File: src/rtl/sdt_pkg.sv
package sdt_pkg;

  localparam int SLOT_W = 13;
  localparam int CNT_W  = 14;
  localparam int WORD_W = 64;

  localparam int P_BIT = 47;
  localparam logic [31:0] GRAN_LIMIT = 32'd4096;

  localparam logic [1:0] KIND_ADD      = 2'd0;
  localparam logic [1:0] KIND_RESERVE  = 2'd1;
  localparam logic [1:0] KIND_DELETE   = 2'd2;
  localparam logic [1:0] KIND_SELECTOR = 2'd3;

  localparam logic [1:0] ST_OK    = 2'd0;
  localparam logic [1:0] ST_RANGE = 2'd1;
  localparam logic [1:0] ST_FULL  = 2'd2;

  // first free entry found by the search unit
  typedef struct packed {
    logic              found;
    logic [SLOT_W-1:0] slot;
  } free_slot_t;

  // one write to the entry store
  typedef struct packed {
    logic              we;
    logic              clr_p;
    logic [SLOT_W-1:0] slot;
    logic [WORD_W-1:0] word;
  } store_wr_t;

  // x86 descriptor: limit, base, access byte, flags
  function automatic logic [WORD_W-1:0] encode_desc(
    input logic [1:0]  dpl,
    input logic        sys,
    input logic [3:0]  typ,
    input logic [31:0] base,
    input logic [31:0] lim
  );
    logic        gran;
    logic [19:0] l;
    logic [7:0]  acc;
    gran = (lim >= GRAN_LIMIT);
    l    = gran ? lim[31:12] : lim[19:0];
    acc  = {1'b1, dpl, ~sys, typ};
    return {base[31:24], gran, 1'b1, 1'b0, 1'b0, l[19:16], acc, base[23:0], l[15:0]};
  endfunction

endpackage

File: src/rtl/sdt_free_find.sv
module sdt_free_find #(
  parameter int MAX_ENTRIES = 256
) (
  input  logic                      clk,
  input  logic [MAX_ENTRIES-1:0]    present,
  input  logic [sdt_pkg::CNT_W-1:0] cnt,
  output sdt_pkg::free_slot_t       free_slot
);

  localparam int GRP   = 16;
  localparam int GRP_W = 4;
  localparam int NGRP  = (MAX_ENTRIES + GRP - 1) / GRP;

  logic [NGRP-1:0]            any_nxt;
  logic [NGRP-1:0]            any_r;
  logic [NGRP-1:0][GRP_W-1:0] off_nxt;
  logic [NGRP-1:0][GRP_W-1:0] off_r;

  // first level: one small priority encoder per group of sixteen entries
  always_comb begin
    for (int g = 0; g < NGRP; g++) begin
      any_nxt[g] = 1'b0;
      off_nxt[g] = '0;
      for (int j = GRP - 1; j >= 0; j--) begin
        if ((g * GRP + j) >= 1 && (g * GRP + j) < MAX_ENTRIES &&
            sdt_pkg::CNT_W'(g * GRP + j) < cnt) begin
          if (!present[(g * GRP + j) % MAX_ENTRIES]) begin
            any_nxt[g] = 1'b1;
            off_nxt[g] = GRP_W'(j);
          end
        end
      end
    end
  end

  always_ff @(posedge clk) begin
    any_r <= any_nxt;
    off_r <= off_nxt;
  end

  // second level: lowest group with a free entry
  always_comb begin
    free_slot.found = 1'b0;
    free_slot.slot  = '0;
    for (int g = NGRP - 1; g >= 0; g--) begin
      if (any_r[g]) begin
        free_slot.found = 1'b1;
        free_slot.slot  = sdt_pkg::SLOT_W'(g * GRP + int'(off_r[g]));
      end
    end
  end

endmodule

File: src/rtl/sdt_entry_store.sv
module sdt_entry_store #(
  parameter int MAX_ENTRIES = 256
) (
  input  logic                       clk,
  input  logic                       rd_en,
  input  logic [sdt_pkg::SLOT_W-1:0] rd_slot,
  input  sdt_pkg::store_wr_t         wr
);

  localparam int AW = (MAX_ENTRIES > 1) ? $clog2(MAX_ENTRIES) : 1;

  logic [sdt_pkg::WORD_W-1:0] mem [MAX_ENTRIES];
  logic [sdt_pkg::WORD_W-1:0] rd_q_r;
  logic [sdt_pkg::WORD_W-1:0] wdata;

  // delete keeps the stored word and drops only its present flag
  always_comb begin
    wdata = wr.word;
    if (wr.clr_p) begin
      wdata = rd_q_r;
      wdata[sdt_pkg::P_BIT] = 1'b0;
    end
  end

  always_ff @(posedge clk) begin
    if (rd_en) begin
      rd_q_r <= mem[rd_slot[AW-1:0]];
    end
    if (wr.we) begin
      mem[wr.slot[AW-1:0]] <= wdata;
    end
  end

endmodule

File: src/rtl/segment_descriptor_table.sv
// segment descriptor table
// keeps up to MAX_ENTRIES x86 segment descriptors with a present flag each
// input channel (in_*): one request item per handshake; kind selects add at
// index, reserve first free entry from index 1, delete, or make selector
// result channel (out_*): one result item per request, in request order
// config channel (cfg_*): cfg_data sets the number of entries in use,
// capped at MAX_ENTRIES; always ready, write it only while the block is idle
// timing: an item is taken in the idle state and finished in the exec state
// once the result register is free; no new item is taken until it finishes;
// the result is registered on out_* as the item finishes
// the split into take and finish is set by the entry store read-modify-write
// and by the register between the two levels of the first-free search over the present flags
// a stalled receiver holds the result register; one more item can be
// taken meanwhile and waits in its finish cycle until the register frees
// reset clears all present flags, the entry count, the state and the result valid;
// descriptor words are not cleared
module segment_descriptor_table #(
  parameter int MAX_ENTRIES = 256
) (
  input  logic                        clk,
  input  logic                        rst_n,
  // request items
  input  logic                        in_valid,
  output logic                        in_ready,
  input  logic [1:0]                  in_kind,
  input  logic [sdt_pkg::SLOT_W-1:0]  in_slot_index,
  input  logic [1:0]                  in_privilege,
  input  logic                        in_is_system,
  input  logic [3:0]                  in_seg_type,
  input  logic [31:0]                 in_seg_base,
  input  logic [31:0]                 in_seg_limit,
  // result items
  output logic                        out_valid,
  input  logic                        out_ready,
  output logic [1:0]                  out_status,
  output logic [sdt_pkg::SLOT_W-1:0]  out_used_slot,
  output logic [15:0]                 out_selector,
  output logic [sdt_pkg::WORD_W-1:0]  out_entry_word,
  // entry count register
  input  logic                        cfg_valid,
  output logic                        cfg_ready,
  input  logic [sdt_pkg::CNT_W-1:0]   cfg_data
);

  localparam int AW = (MAX_ENTRIES > 1) ? $clog2(MAX_ENTRIES) : 1;

  typedef enum logic [1:0] {
    S_IDLE = 2'b01,
    S_EXEC = 2'b10
  } state_t;

  state_t state_r, state_nxt;

  logic [sdt_pkg::CNT_W-1:0] cnt_r;

  // captured request item
  logic [1:0]                 kind_r;
  logic [sdt_pkg::SLOT_W-1:0] slot_r;
  logic [1:0]                 priv_r;
  logic                       sys_r;
  logic [3:0]                 type_r;
  logic [31:0]                base_r;
  logic [31:0]                limit_r;

  logic [MAX_ENTRIES-1:0] present_r;

  logic                       out_valid_r;
  logic [1:0]                 status_r,   status_nxt;
  logic [sdt_pkg::SLOT_W-1:0] used_r,     used_nxt;
  logic [15:0]                sel_r,      sel_nxt;
  logic [sdt_pkg::WORD_W-1:0] word_r,     word_nxt;

  logic                       accept;
  logic                       exec_fire;
  logic                       in_range;
  logic                       set_p;
  logic                       clr_p;
  logic [sdt_pkg::WORD_W-1:0] enc_word;
  sdt_pkg::free_slot_t        free_slot;
  sdt_pkg::store_wr_t         store_wr;

  assign in_ready  = (state_r == S_IDLE);
  assign cfg_ready = 1'b1;
  assign accept    = in_valid && in_ready;
  // finish only when the result register is free or being emptied
  assign exec_fire = (state_r == S_EXEC) && (!out_valid_r || out_ready);

  assign out_valid      = out_valid_r;
  assign out_status     = status_r;
  assign out_used_slot  = used_r;
  assign out_selector   = sel_r;
  assign out_entry_word = word_r;

  sdt_free_find #(
    .MAX_ENTRIES (MAX_ENTRIES)
  ) u_free_find (
    .clk       (clk),
    .present   (present_r),
    .cnt       (cnt_r),
    .free_slot (free_slot)
  );

  // read the addressed entry as the item is taken, for delete
  sdt_entry_store #(
    .MAX_ENTRIES (MAX_ENTRIES)
  ) u_entry_store (
    .clk     (clk),
    .rd_en   (accept),
    .rd_slot (in_slot_index),
    .wr      (store_wr)
  );

  assign enc_word = sdt_pkg::encode_desc(priv_r, sys_r, type_r, base_r, limit_r);
  assign in_range = {1'b0, slot_r} < cnt_r;

  always_comb begin
    status_nxt = sdt_pkg::ST_OK;
    used_nxt   = slot_r;
    sel_nxt    = '0;
    word_nxt   = '0;
    set_p      = 1'b0;
    clr_p      = 1'b0;
    store_wr   = '0;
    if (kind_r == sdt_pkg::KIND_RESERVE) begin
      if (free_slot.found) begin
        used_nxt       = free_slot.slot;
        word_nxt       = enc_word;
        set_p          = 1'b1;
        store_wr.we    = exec_fire;
        store_wr.slot  = free_slot.slot;
        store_wr.word  = enc_word;
      end else begin
        status_nxt = sdt_pkg::ST_FULL;
        used_nxt   = '0;
      end
    end else if (!in_range) begin
      status_nxt = sdt_pkg::ST_RANGE;
    end else begin
      unique case (kind_r)
        sdt_pkg::KIND_ADD: begin
          word_nxt      = enc_word;
          set_p         = 1'b1;
          store_wr.we   = exec_fire;
          store_wr.slot = slot_r;
          store_wr.word = enc_word;
        end
        sdt_pkg::KIND_DELETE: begin
          clr_p          = 1'b1;
          store_wr.we    = exec_fire;
          store_wr.clr_p = 1'b1;
          store_wr.slot  = slot_r;
        end
        sdt_pkg::KIND_SELECTOR: begin
          // ti stays zero: table is global
          sel_nxt = {slot_r, 1'b0, priv_r};
        end
        default: begin
          status_nxt = sdt_pkg::ST_OK;
        end
      endcase
    end
  end

  always_comb begin
    state_nxt = state_r;
    unique case (state_r)
      S_IDLE: begin
        if (accept) begin
          state_nxt = S_EXEC;
        end
      end
      S_EXEC: begin
        if (exec_fire) begin
          state_nxt = S_IDLE;
        end
      end
      default: begin
        state_nxt = S_IDLE;
      end
    endcase
  end

  always_ff @(posedge clk) begin
    if (!rst_n) begin
      state_r     <= S_IDLE;
      cnt_r       <= '0;
      present_r   <= '0;
      out_valid_r <= 1'b0;
    end else begin
      state_r <= state_nxt;
      if (cfg_valid && cfg_ready) begin
        cnt_r <= (cfg_data > sdt_pkg::CNT_W'(MAX_ENTRIES)) ?
                 sdt_pkg::CNT_W'(MAX_ENTRIES) : cfg_data;
      end
      if (exec_fire && set_p) begin
        present_r[store_wr.slot[AW-1:0]] <= 1'b1;
      end else if (exec_fire && clr_p) begin
        present_r[store_wr.slot[AW-1:0]] <= 1'b0;
      end
      if (exec_fire) begin
        out_valid_r <= 1'b1;
      end else if (out_ready) begin
        out_valid_r <= 1'b0;
      end
    end
  end

  always_ff @(posedge clk) begin
    if (accept) begin
      kind_r  <= in_kind;
      slot_r  <= in_slot_index;
      priv_r  <= in_privilege;
      sys_r   <= in_is_system;
      type_r  <= in_seg_type;
      base_r  <= in_seg_base;
      limit_r <= in_seg_limit;
    end
    if (exec_fire) begin
      status_r <= status_nxt;
      used_r   <= used_nxt;
      sel_r    <= sel_nxt;
      word_r   <= word_nxt;
    end
  end

  // an item taken moves the block to its finish state
  a_accept_exec: assert property (@(posedge clk) disable iff (!rst_n)
    accept |=> (state_r == S_EXEC))
    else $error("item taken but block not in finish state");

  // a reserved entry lies in 1 .. count-1
  a_reserve_bound: assert property (@(posedge clk) disable iff (!rst_n)
    (exec_fire && kind_r == sdt_pkg::KIND_RESERVE && free_slot.found) |->
      (free_slot.slot != '0 && sdt_pkg::CNT_W'(free_slot.slot) < cnt_r))
    else $error("reserved entry outside the usable range");

  // a written entry is marked present afterwards
  a_written_present: assert property (@(posedge clk) disable iff (!rst_n)
    (exec_fire && set_p) |=> present_r[$past(store_wr.slot[AW-1:0])])
    else $error("written entry not marked present");

  // a result appears only from a finished item
  a_result_source: assert property (@(posedge clk) disable iff (!rst_n)
    $rose(out_valid_r) |-> $past(exec_fire))
    else $error("result shown without a finished item");

endmodule

File: config.mk
export PLATFORM = sky130hd
export DESIGN_NAME = segment_descriptor_table
export DESIGN_NICKNAME = d
export VERILOG_FILES = /design/src/rtl/sdt_pkg.sv /design/src/rtl/sdt_free_find.sv /design/src/rtl/sdt_entry_store.sv /design/src/rtl/segment_descriptor_table.sv
export SDC_FILE = /design/constraint.sdc
export NUM_CORES = 1
export LEC_CHECK = 0
export ABC_AREA = 1
export ABC_CLOCK_PERIOD_IN_PS = 8770
export BUFFER_PORTS_ARGS = -buffer_cell sky130_fd_sc_hd__buf_2
export CORE_ASPECT_RATIO = 1.5
export CORE_MARGIN = 4
export CORE_UTILIZATION = 50
export DETAILED_ROUTE_END_ITERATION = 8
export PLACE_DENSITY = 0.68
export SLEW_MARGIN = 20
export SYNTH_ARGS = -nofsm -noshare
export SYNTH_HDL_FRONTEND = slang
export SYNTH_SLANG_ARGS = --single-unit
File: constraint.sdc
create_clock -name clk -period 8.77 [get_ports clk]
set_clock_uncertainty 0.1 [all_clocks]
set_input_delay 0.877 -clock clk [delete_from_list [all_inputs] [get_ports clk]]
set_output_delay 0.877 -clock clk [all_outputs]
set_load 0.01 [all_outputs]
==> flow_summary.ini, run 1 <==
[layout]
layout_commonest_cell = nand2_1
num-nets-final = 3871
syn_to_final_growth_pct = 11.4
final_core_util_pct = 56.3
layout-drive-gt1-share_pct = 11.4
final_area_um2 = 29600
mostFrequentLayoutCells = 795 x nand2_1, 773 x nor2_1, 352 x dfxtp_1

[global_route]
grt_pass1_wl_mm = 145
grt_overflow = 0
first_global_vias = 24100
antenna_found_initial = 1
grt_max_degree = 97
grtUsageTotal_pct = 32.8

[place]
io_buffers = 198
place_area_um2 = 27800
gp_congestion = 1.01
dpl.hpwl_mm = 64.3

[cts]
h-tree-depth = 2
clk_latency_ns = 0.61
cts_hold_buf = 0
post_cts_resized = 0
tritoncts = yes
postCtsSetupRepairBufs = 0
clk_path_buf_depth = 3
clock-root-buffer = clkbuf_16
cts.clk_slew.worst_paths_ns = 0.06
cts_buffers = 51
cts_num_sinks = 529

[yosys]
synth_edf_count = 177
synth_area_per_cell_um2 = 7.22
yosysSeqAreaShare_pct = 46.5
async_flop_share_pct = 0
yosysTopAreaCellShare_pct = 26.5
yosys.area.top_type = dfxtp_1
ys_top_cells_by_area = dfxtp_1 27%, edfxtp_1 20%, nand2_1 11%
yosys_most_used_dff = dfxtp_1
syn_inst = 3677
yosysUniqueCellTypes = 54
ys.warnings.count = 0
syn_area_um2 = 26600
ys_seq_elements = 529

[die]
fp-row-count = 103
start_util_pct = 50.5
fp.dieH_um = 290
core_area_um2 = 52600
die_x_um = 196
io_pins = 203
die_area_um2 = 56900

[status]
status = finished, final reports clean

[flow_run]
drv_cap = 0

[timing]
max_freq_ghz = 0.185
grt_setup_unrepaired = false
finalCriticalPeriod_ns = 5.39
hold_viol = 0
finalSetupTns_ns = 0
finalCritPeriodShare_pct = 61.5
setup_violations = 0
final-max-slew-violation-count = 0
tightest_slew_ns = 1.20
slew_headroom_pct = 19.0

[routing]
num_vias = 26200
wire_per_inst_um = 21.9
dr.pass1.iters = 6
remaining_drc_errors = 0
postRouteAntennaNets = 0
routed_wl_mm = 98.2
vias_per_cell = 5.85
drtIter0Drc = 2652

[setup_path]
arrival_ns = 5.80
worstPathMaxFanout = 85
required_ns = 9.18
r2r_setup_slack_ns = 3.38
cp-start-kind = flop
rr_worst_depth = 16
critical_path_class = reg -> reg
setup.worst_path.start = cnt_r[5]$_SDFFE_PN0P_
r2r-start = cnt_r[5]$_SDFFE_PN0P_
endpoint_kind = flop

[power_and_ir_drop]
p_per_area_nw_per_um2 = 184
total_leakage_power_uw = 0.0123
ir_worst_vdd_mv = 0.196

[hold_path]
hp-class = in -> reg
[worst min-delay path by stage]
stage | from | end | cells after the start
6_report | in_seg_base[25] | base_r[25]$_DFFE_PP_ | 1
5_1_grt | in_seg_base[2] | base_r[2]$_DFFE_PP_ | 1
4_1_cts | in_seg_base[2] | base_r[2]$_DFFE_PP_ | 1
3_5_place_dp | cnt_r[10]$_SDFFE_PN0P_ | cnt_r[10]$_SDFFE_PN0P_ | 2
3_3_place_gp | cnt_r[10]$_SDFFE_PN0P_ | cnt_r[10]$_SDFFE_PN0P_ | 2
2_1_floorplan | cnt_r[12]$_SDFFE_PN0P_ | cnt_r[12]$_SDFFE_PN0P_ | 2
[Yosys cell counts, types with 4 or more instances]
cell	instances
nand2_1	798
nor2_1	779
dfxtp_1	352
inv_1	277
a21oi_1	245
nand3_1	218
edfxtp_1	177
nand4_1	168
o21ai_0	114
buf_2	99
clkbuf_1	76
nor3_1	34
buf_1	33
inv_2	33
a31oi_1	24
o21bai_1	24
o211ai_1	23
a211o_1	22
nor2_2	20
a21o_1	16
o22ai_1	16
ha_1	12
buf_4	11
o31ai_1	10
nor2_4	9
or2_2	9
nand3_2	8
nor4_1	7
o21ai_1	7
nand2_2	6
a21boi_0	5
a221oi_1	4
clkinv_1	4
o221a_2	4
o311ai_0	4
[cell families (layout without fill, tap and decap cells)]
| group | after synthesis | in the layout | share of synthesized area, % |
|---|---|---|---|
| other | 2 | 6 | 0.0283 |
| AOI/OAI and AO/OA | 535 | 535 | 11.7 |
| and+or+nand+nor | 2065 | 2065 | 32.9 |
| buffers and inverters | 534 | 649 | 8.20 |
| adders and majority gates | 12 | 12 | 0.565 |
| DFF | 529 | 529 | 46.5 |
[where the power goes]
part           internal, µW  switching [µW]  total [µW]
Combinational           152             379         530
Sequential             2590            24.9        2620
Clock                  1310             998        2310
[critical path, stage by stage (launching register included)]
cell,delay [ns]
dfxtp_1,0.66
inv_1,0.45
ha_1,0.43
nand2_1,0.08
nor2_1,0.09
o21ai_1,0.08
o211ai_1,0.10
nand3_1,0.15
nand2_1,0.15
nand2_1,0.15
nand3_4,0.10
buf_4,0.60
buf_4,0.81
buf_4,0.88
nand4_1,0.18
nand2_1,0.11
nor2_1,0.05
[routing by layer]
layer | vias up | share of wire [%] | global-route usage [%]
li1 | 12300 | - | -
met1 | 12000 | 36 | 38.5
met2 | 1500 | 46 | 54.1
met3 | 473 | 9.3 | 5.95
met4 | 0 | 8.6 | 22.7
met5 | - | 0 | 0
[through the flow]
step	cells	hold slack, ns	setup slack (ns)	power [µW]
after floorplan	3679	0.323	1.92	3020
after global placement	4382	0.337	3.71	3180
after detailed placement	4382	0.340	3.61	3180
after CTS	4475	0.328	3.57	5460
after global routing	4476	0.329	3.07	5620
final	4478	0.341	3.38	5460
[final cells by class]
class / count / area (µm²)
Antenna cell: 2 / 5.00
Clock buffer: 71 / 1450
Clock inverter: 22 / 275
Fill cell: 5106 / 23000
Inverter: 314 / 1180
Multi-Input combinational cell: 2616 / 12100
Sequential cell: 529 / 12400
Tap cell: 682 / 853
Timing Repair Buffer: 242 / 1340
Power figures use the tool's default switching activity.
==> run 2: changes to the inputs <==
--- a/config.mk
+++ b/config.mk
@@ -6,13 +6,13 @@
 export NUM_CORES = 1
 export LEC_CHECK = 0
 export ABC_AREA = 1
-export ABC_CLOCK_PERIOD_IN_PS = 8770
+export ABC_CLOCK_PERIOD_IN_PS = 4700
 export BUFFER_PORTS_ARGS = -buffer_cell sky130_fd_sc_hd__buf_2
 export CORE_ASPECT_RATIO = 1.5
 export CORE_MARGIN = 4
 export CORE_UTILIZATION = 50
 export DETAILED_ROUTE_END_ITERATION = 8
-export PLACE_DENSITY = 0.68
+export PLACE_DENSITY = 0.71
 export SLEW_MARGIN = 20
 export SYNTH_ARGS = -nofsm -noshare
 export SYNTH_HDL_FRONTEND = slang
==> constraint.sdc (replaced) <==
create_clock -name clk -period 4.7 [get_ports clk]
set_clock_uncertainty 0.1 [all_clocks]
set_input_delay 0.47 -clock clk [delete_from_list [all_inputs] [get_ports clk]]
set_output_delay 0.47 -clock clk [all_outputs]
set_load 0.01 [all_outputs]
==> run 2 against run 1 <==
Compared with the run above:
- sequential power increased by 86%
- hold slack lost 0.25 ns
- largest cell class unchanged
- via count up 1.2%
- count of clock-buffer cells in the layout did not move
- critical path depth stayed put
- combinational power up 100%
- non-clock buffer count grew 122
- sequential share of layout area down 1.4 points
==> flow_summary.ini, run 2 (synthesis gave the netlist of run 1 again) <==
[timing]
grt_setup_unrepaired = false
finalCritPeriodShare_pct = 83.4
max_freq_ghz = 0.255
slew_headroom_pct = 21.3
finalSetupTns_ns = 0
hold_viol = 0
finalCriticalPeriod_ns = 3.92
setup_violations = 0
hold_slack_ns = 0.0878
final-max-slew-violation-count = 0
tightest_slew_ns = 1.18

[routing]
routed_wl_mm = 97.7
vias_per_cell = 5.78
postRouteAntennaNets = 0
dr.pass1.iters = 6
drtIter0Drc = 2861
wire_per_inst_um = 21.3
num_vias = 26500
remaining_drc_errors = 0
dr_wl_met2_mm = 44.9
met3_length_mm = 9.18
topRoutingLayerUsed = met4
wl_met1_mm = 35.6

[place]
gp_congestion = 1.03
dpl.hpwl_mm = 66.5
place_area_um2 = 28200
io_buffers = 198

[global_route]
grtUsageTotal_pct = 32.8
grt_pass1_wl_mm = 147
first_global_vias = 24700
grt_max_degree = 225
grt_overflow = 0
antenna_found_initial = 1

[setup_path]
arrival_ns = 4.34
cp-start-kind = flop
worstPathMaxFanout = 13
required_ns = 5.12
r2r_setup_slack_ns = 0.78
endpoint_kind = flop
critical_path_class = reg -> reg

[die]
fp-row-count = 103
fp.dieH_um = 290
die_area_um2 = 56900
io_pins = 203
die_x_um = 196
start_util_pct = 50.5
core_area_um2 = 52600

[power_and_ir_drop]
ir_worst_vdd_mv = 0.297
swShare_pct = 25.6
total_leakage_power_uw = 0.0128
p_comb_share_pct = 10.6
p_switching_uw = 2570
p_per_area_nw_per_um2 = 328
seqPwrFrac_pct = 48.7
intPower_uw = 7470
clkPwrFrac_pct = 40.7
finalPower_uw = 10000

[layout]
layout_commonest_cell = nand2_1
antenna_cells = 0
num-nets-final = 3991
mostFrequentLayoutCells = 796 x nand2_1, 773 x nor2_1, 352 x dfxtp_1
final_area_um2 = 30600
layout-drive-gt1-share_pct = 11.6
syn_to_final_growth_pct = 15.3
n_fill_cell = 4887

[hold_path]
hp-class = in -> reg

[cts]
h-tree-depth = 2
clock-root-buffer = clkbuf_16
cts.clk_slew.worst_paths_ns = 0.07
clk_path_buf_depth = 3
cts_buffers = 49
cts_num_sinks = 529
clk_latency_ns = 0.59
post_cts_resized = 0
tritoncts = yes
postCtsSetupRepairBufs = 0

[status]
status = finished, final reports clean

[flow_run]
drv_cap = 0
==> run 2: changes by cell type in the layout (fill, tap and decap cells not counted), moves of 2 or more <==
cell,change
dlygate4sd3_1,+86
buf_4,+32
clkbuf_1,+4
buf_12,+3
clkbuf_8,-3
clkinv_2,-2
diode_2,-2
inv_16,-2
nor2_2,+2
nor2_4,-2
==> run 2: area by class of cell <==
type | count | area, µm² | share of cell area (%)
Clock buffer | 71 | 1400 | 4.57
Clock inverter | 17 | 191 | 0.625
Inverter | 314 | 1180 | 3.85
Multi-Input combinational cell | 2616 | 12100 | 39.5
Sequential cell | 529 | 12400 | 40.4
Tap cell | 682 | 853 | 2.79
Timing Repair Buffer | 364 | 2530 | 8.27
==> run 2: worst max-delay path: stages, from the launching register on <==
cell,delay [ns]
dfxtp_1,0.53
inv_1,0.24
ha_1,0.33
a21boi_1,0.12
o21ai_1,0.14
o211ai_1,0.10
nand3_1,0.14
nand2_1,0.12
nor2_2,0.28
nand2_1,0.09
nand2_1,0.15
nand2_1,0.19
nor2_2,0.66
inv_1,0.29
nor2_1,0.20
nor2_1,0.06
nor2_1,0.09
==> run 2: per-stage QoR <==
stage | worst slack, ns | utilization [%] | instances
after global placement | 1.01 | 53.5 | 4418
after global routing | 0.519 | 58.2 | 4593
after CTS | 0.853 | 58.2 | 4593
final | 0.780 | 58.2 | 4593
after floorplan | 1.15 | - | 3679
after detailed placement | 0.976 | 53.6 | 4419
==> run 2: repair_timing <==
item / in CTS / in global routing
hold buffers: 86 / 0
endpoints found under the setup margin: 0 / 0
endpoints found under the hold margin: 86 / 0
==> run 2: path summary, 6_finish.rpt <==
path	endpoint	startpoint	cells past startpoint
setup / recovery	flop	cnt_r[1]$_SDFFE_PN0P_	16
hold reg to reg	cnt_r[10]$_SDFFE_PN0P_	cnt_r[10]$_SDFFE_PN0P_	2
setup reg to reg	flop	cnt_r[1]$_SDFFE_PN0P_	16
hold / removal	cnt_r[8]$_SDFFE_PN0P_	cfg_data[8]	3
==> run 2: power groups by stage <==
stage	Clock, µW	Combinational, µW	Sequential [µW]
global route	4300	1160	4890
detailed placement	0	965	4980
CTS	4110	1030	4880
finish	4090	1060	4880
global placement	0	951	4980
floorplan	0	652	4970
==> run 2: routing by layer <==
layer / GRT usage (%) / up-vias
met4: 22.7 / 0
met3: 5.31 / 399
met2: 53.8 / 1591
li1: - / 12500
met5: 0 / -
met1: 39.2 / 12000
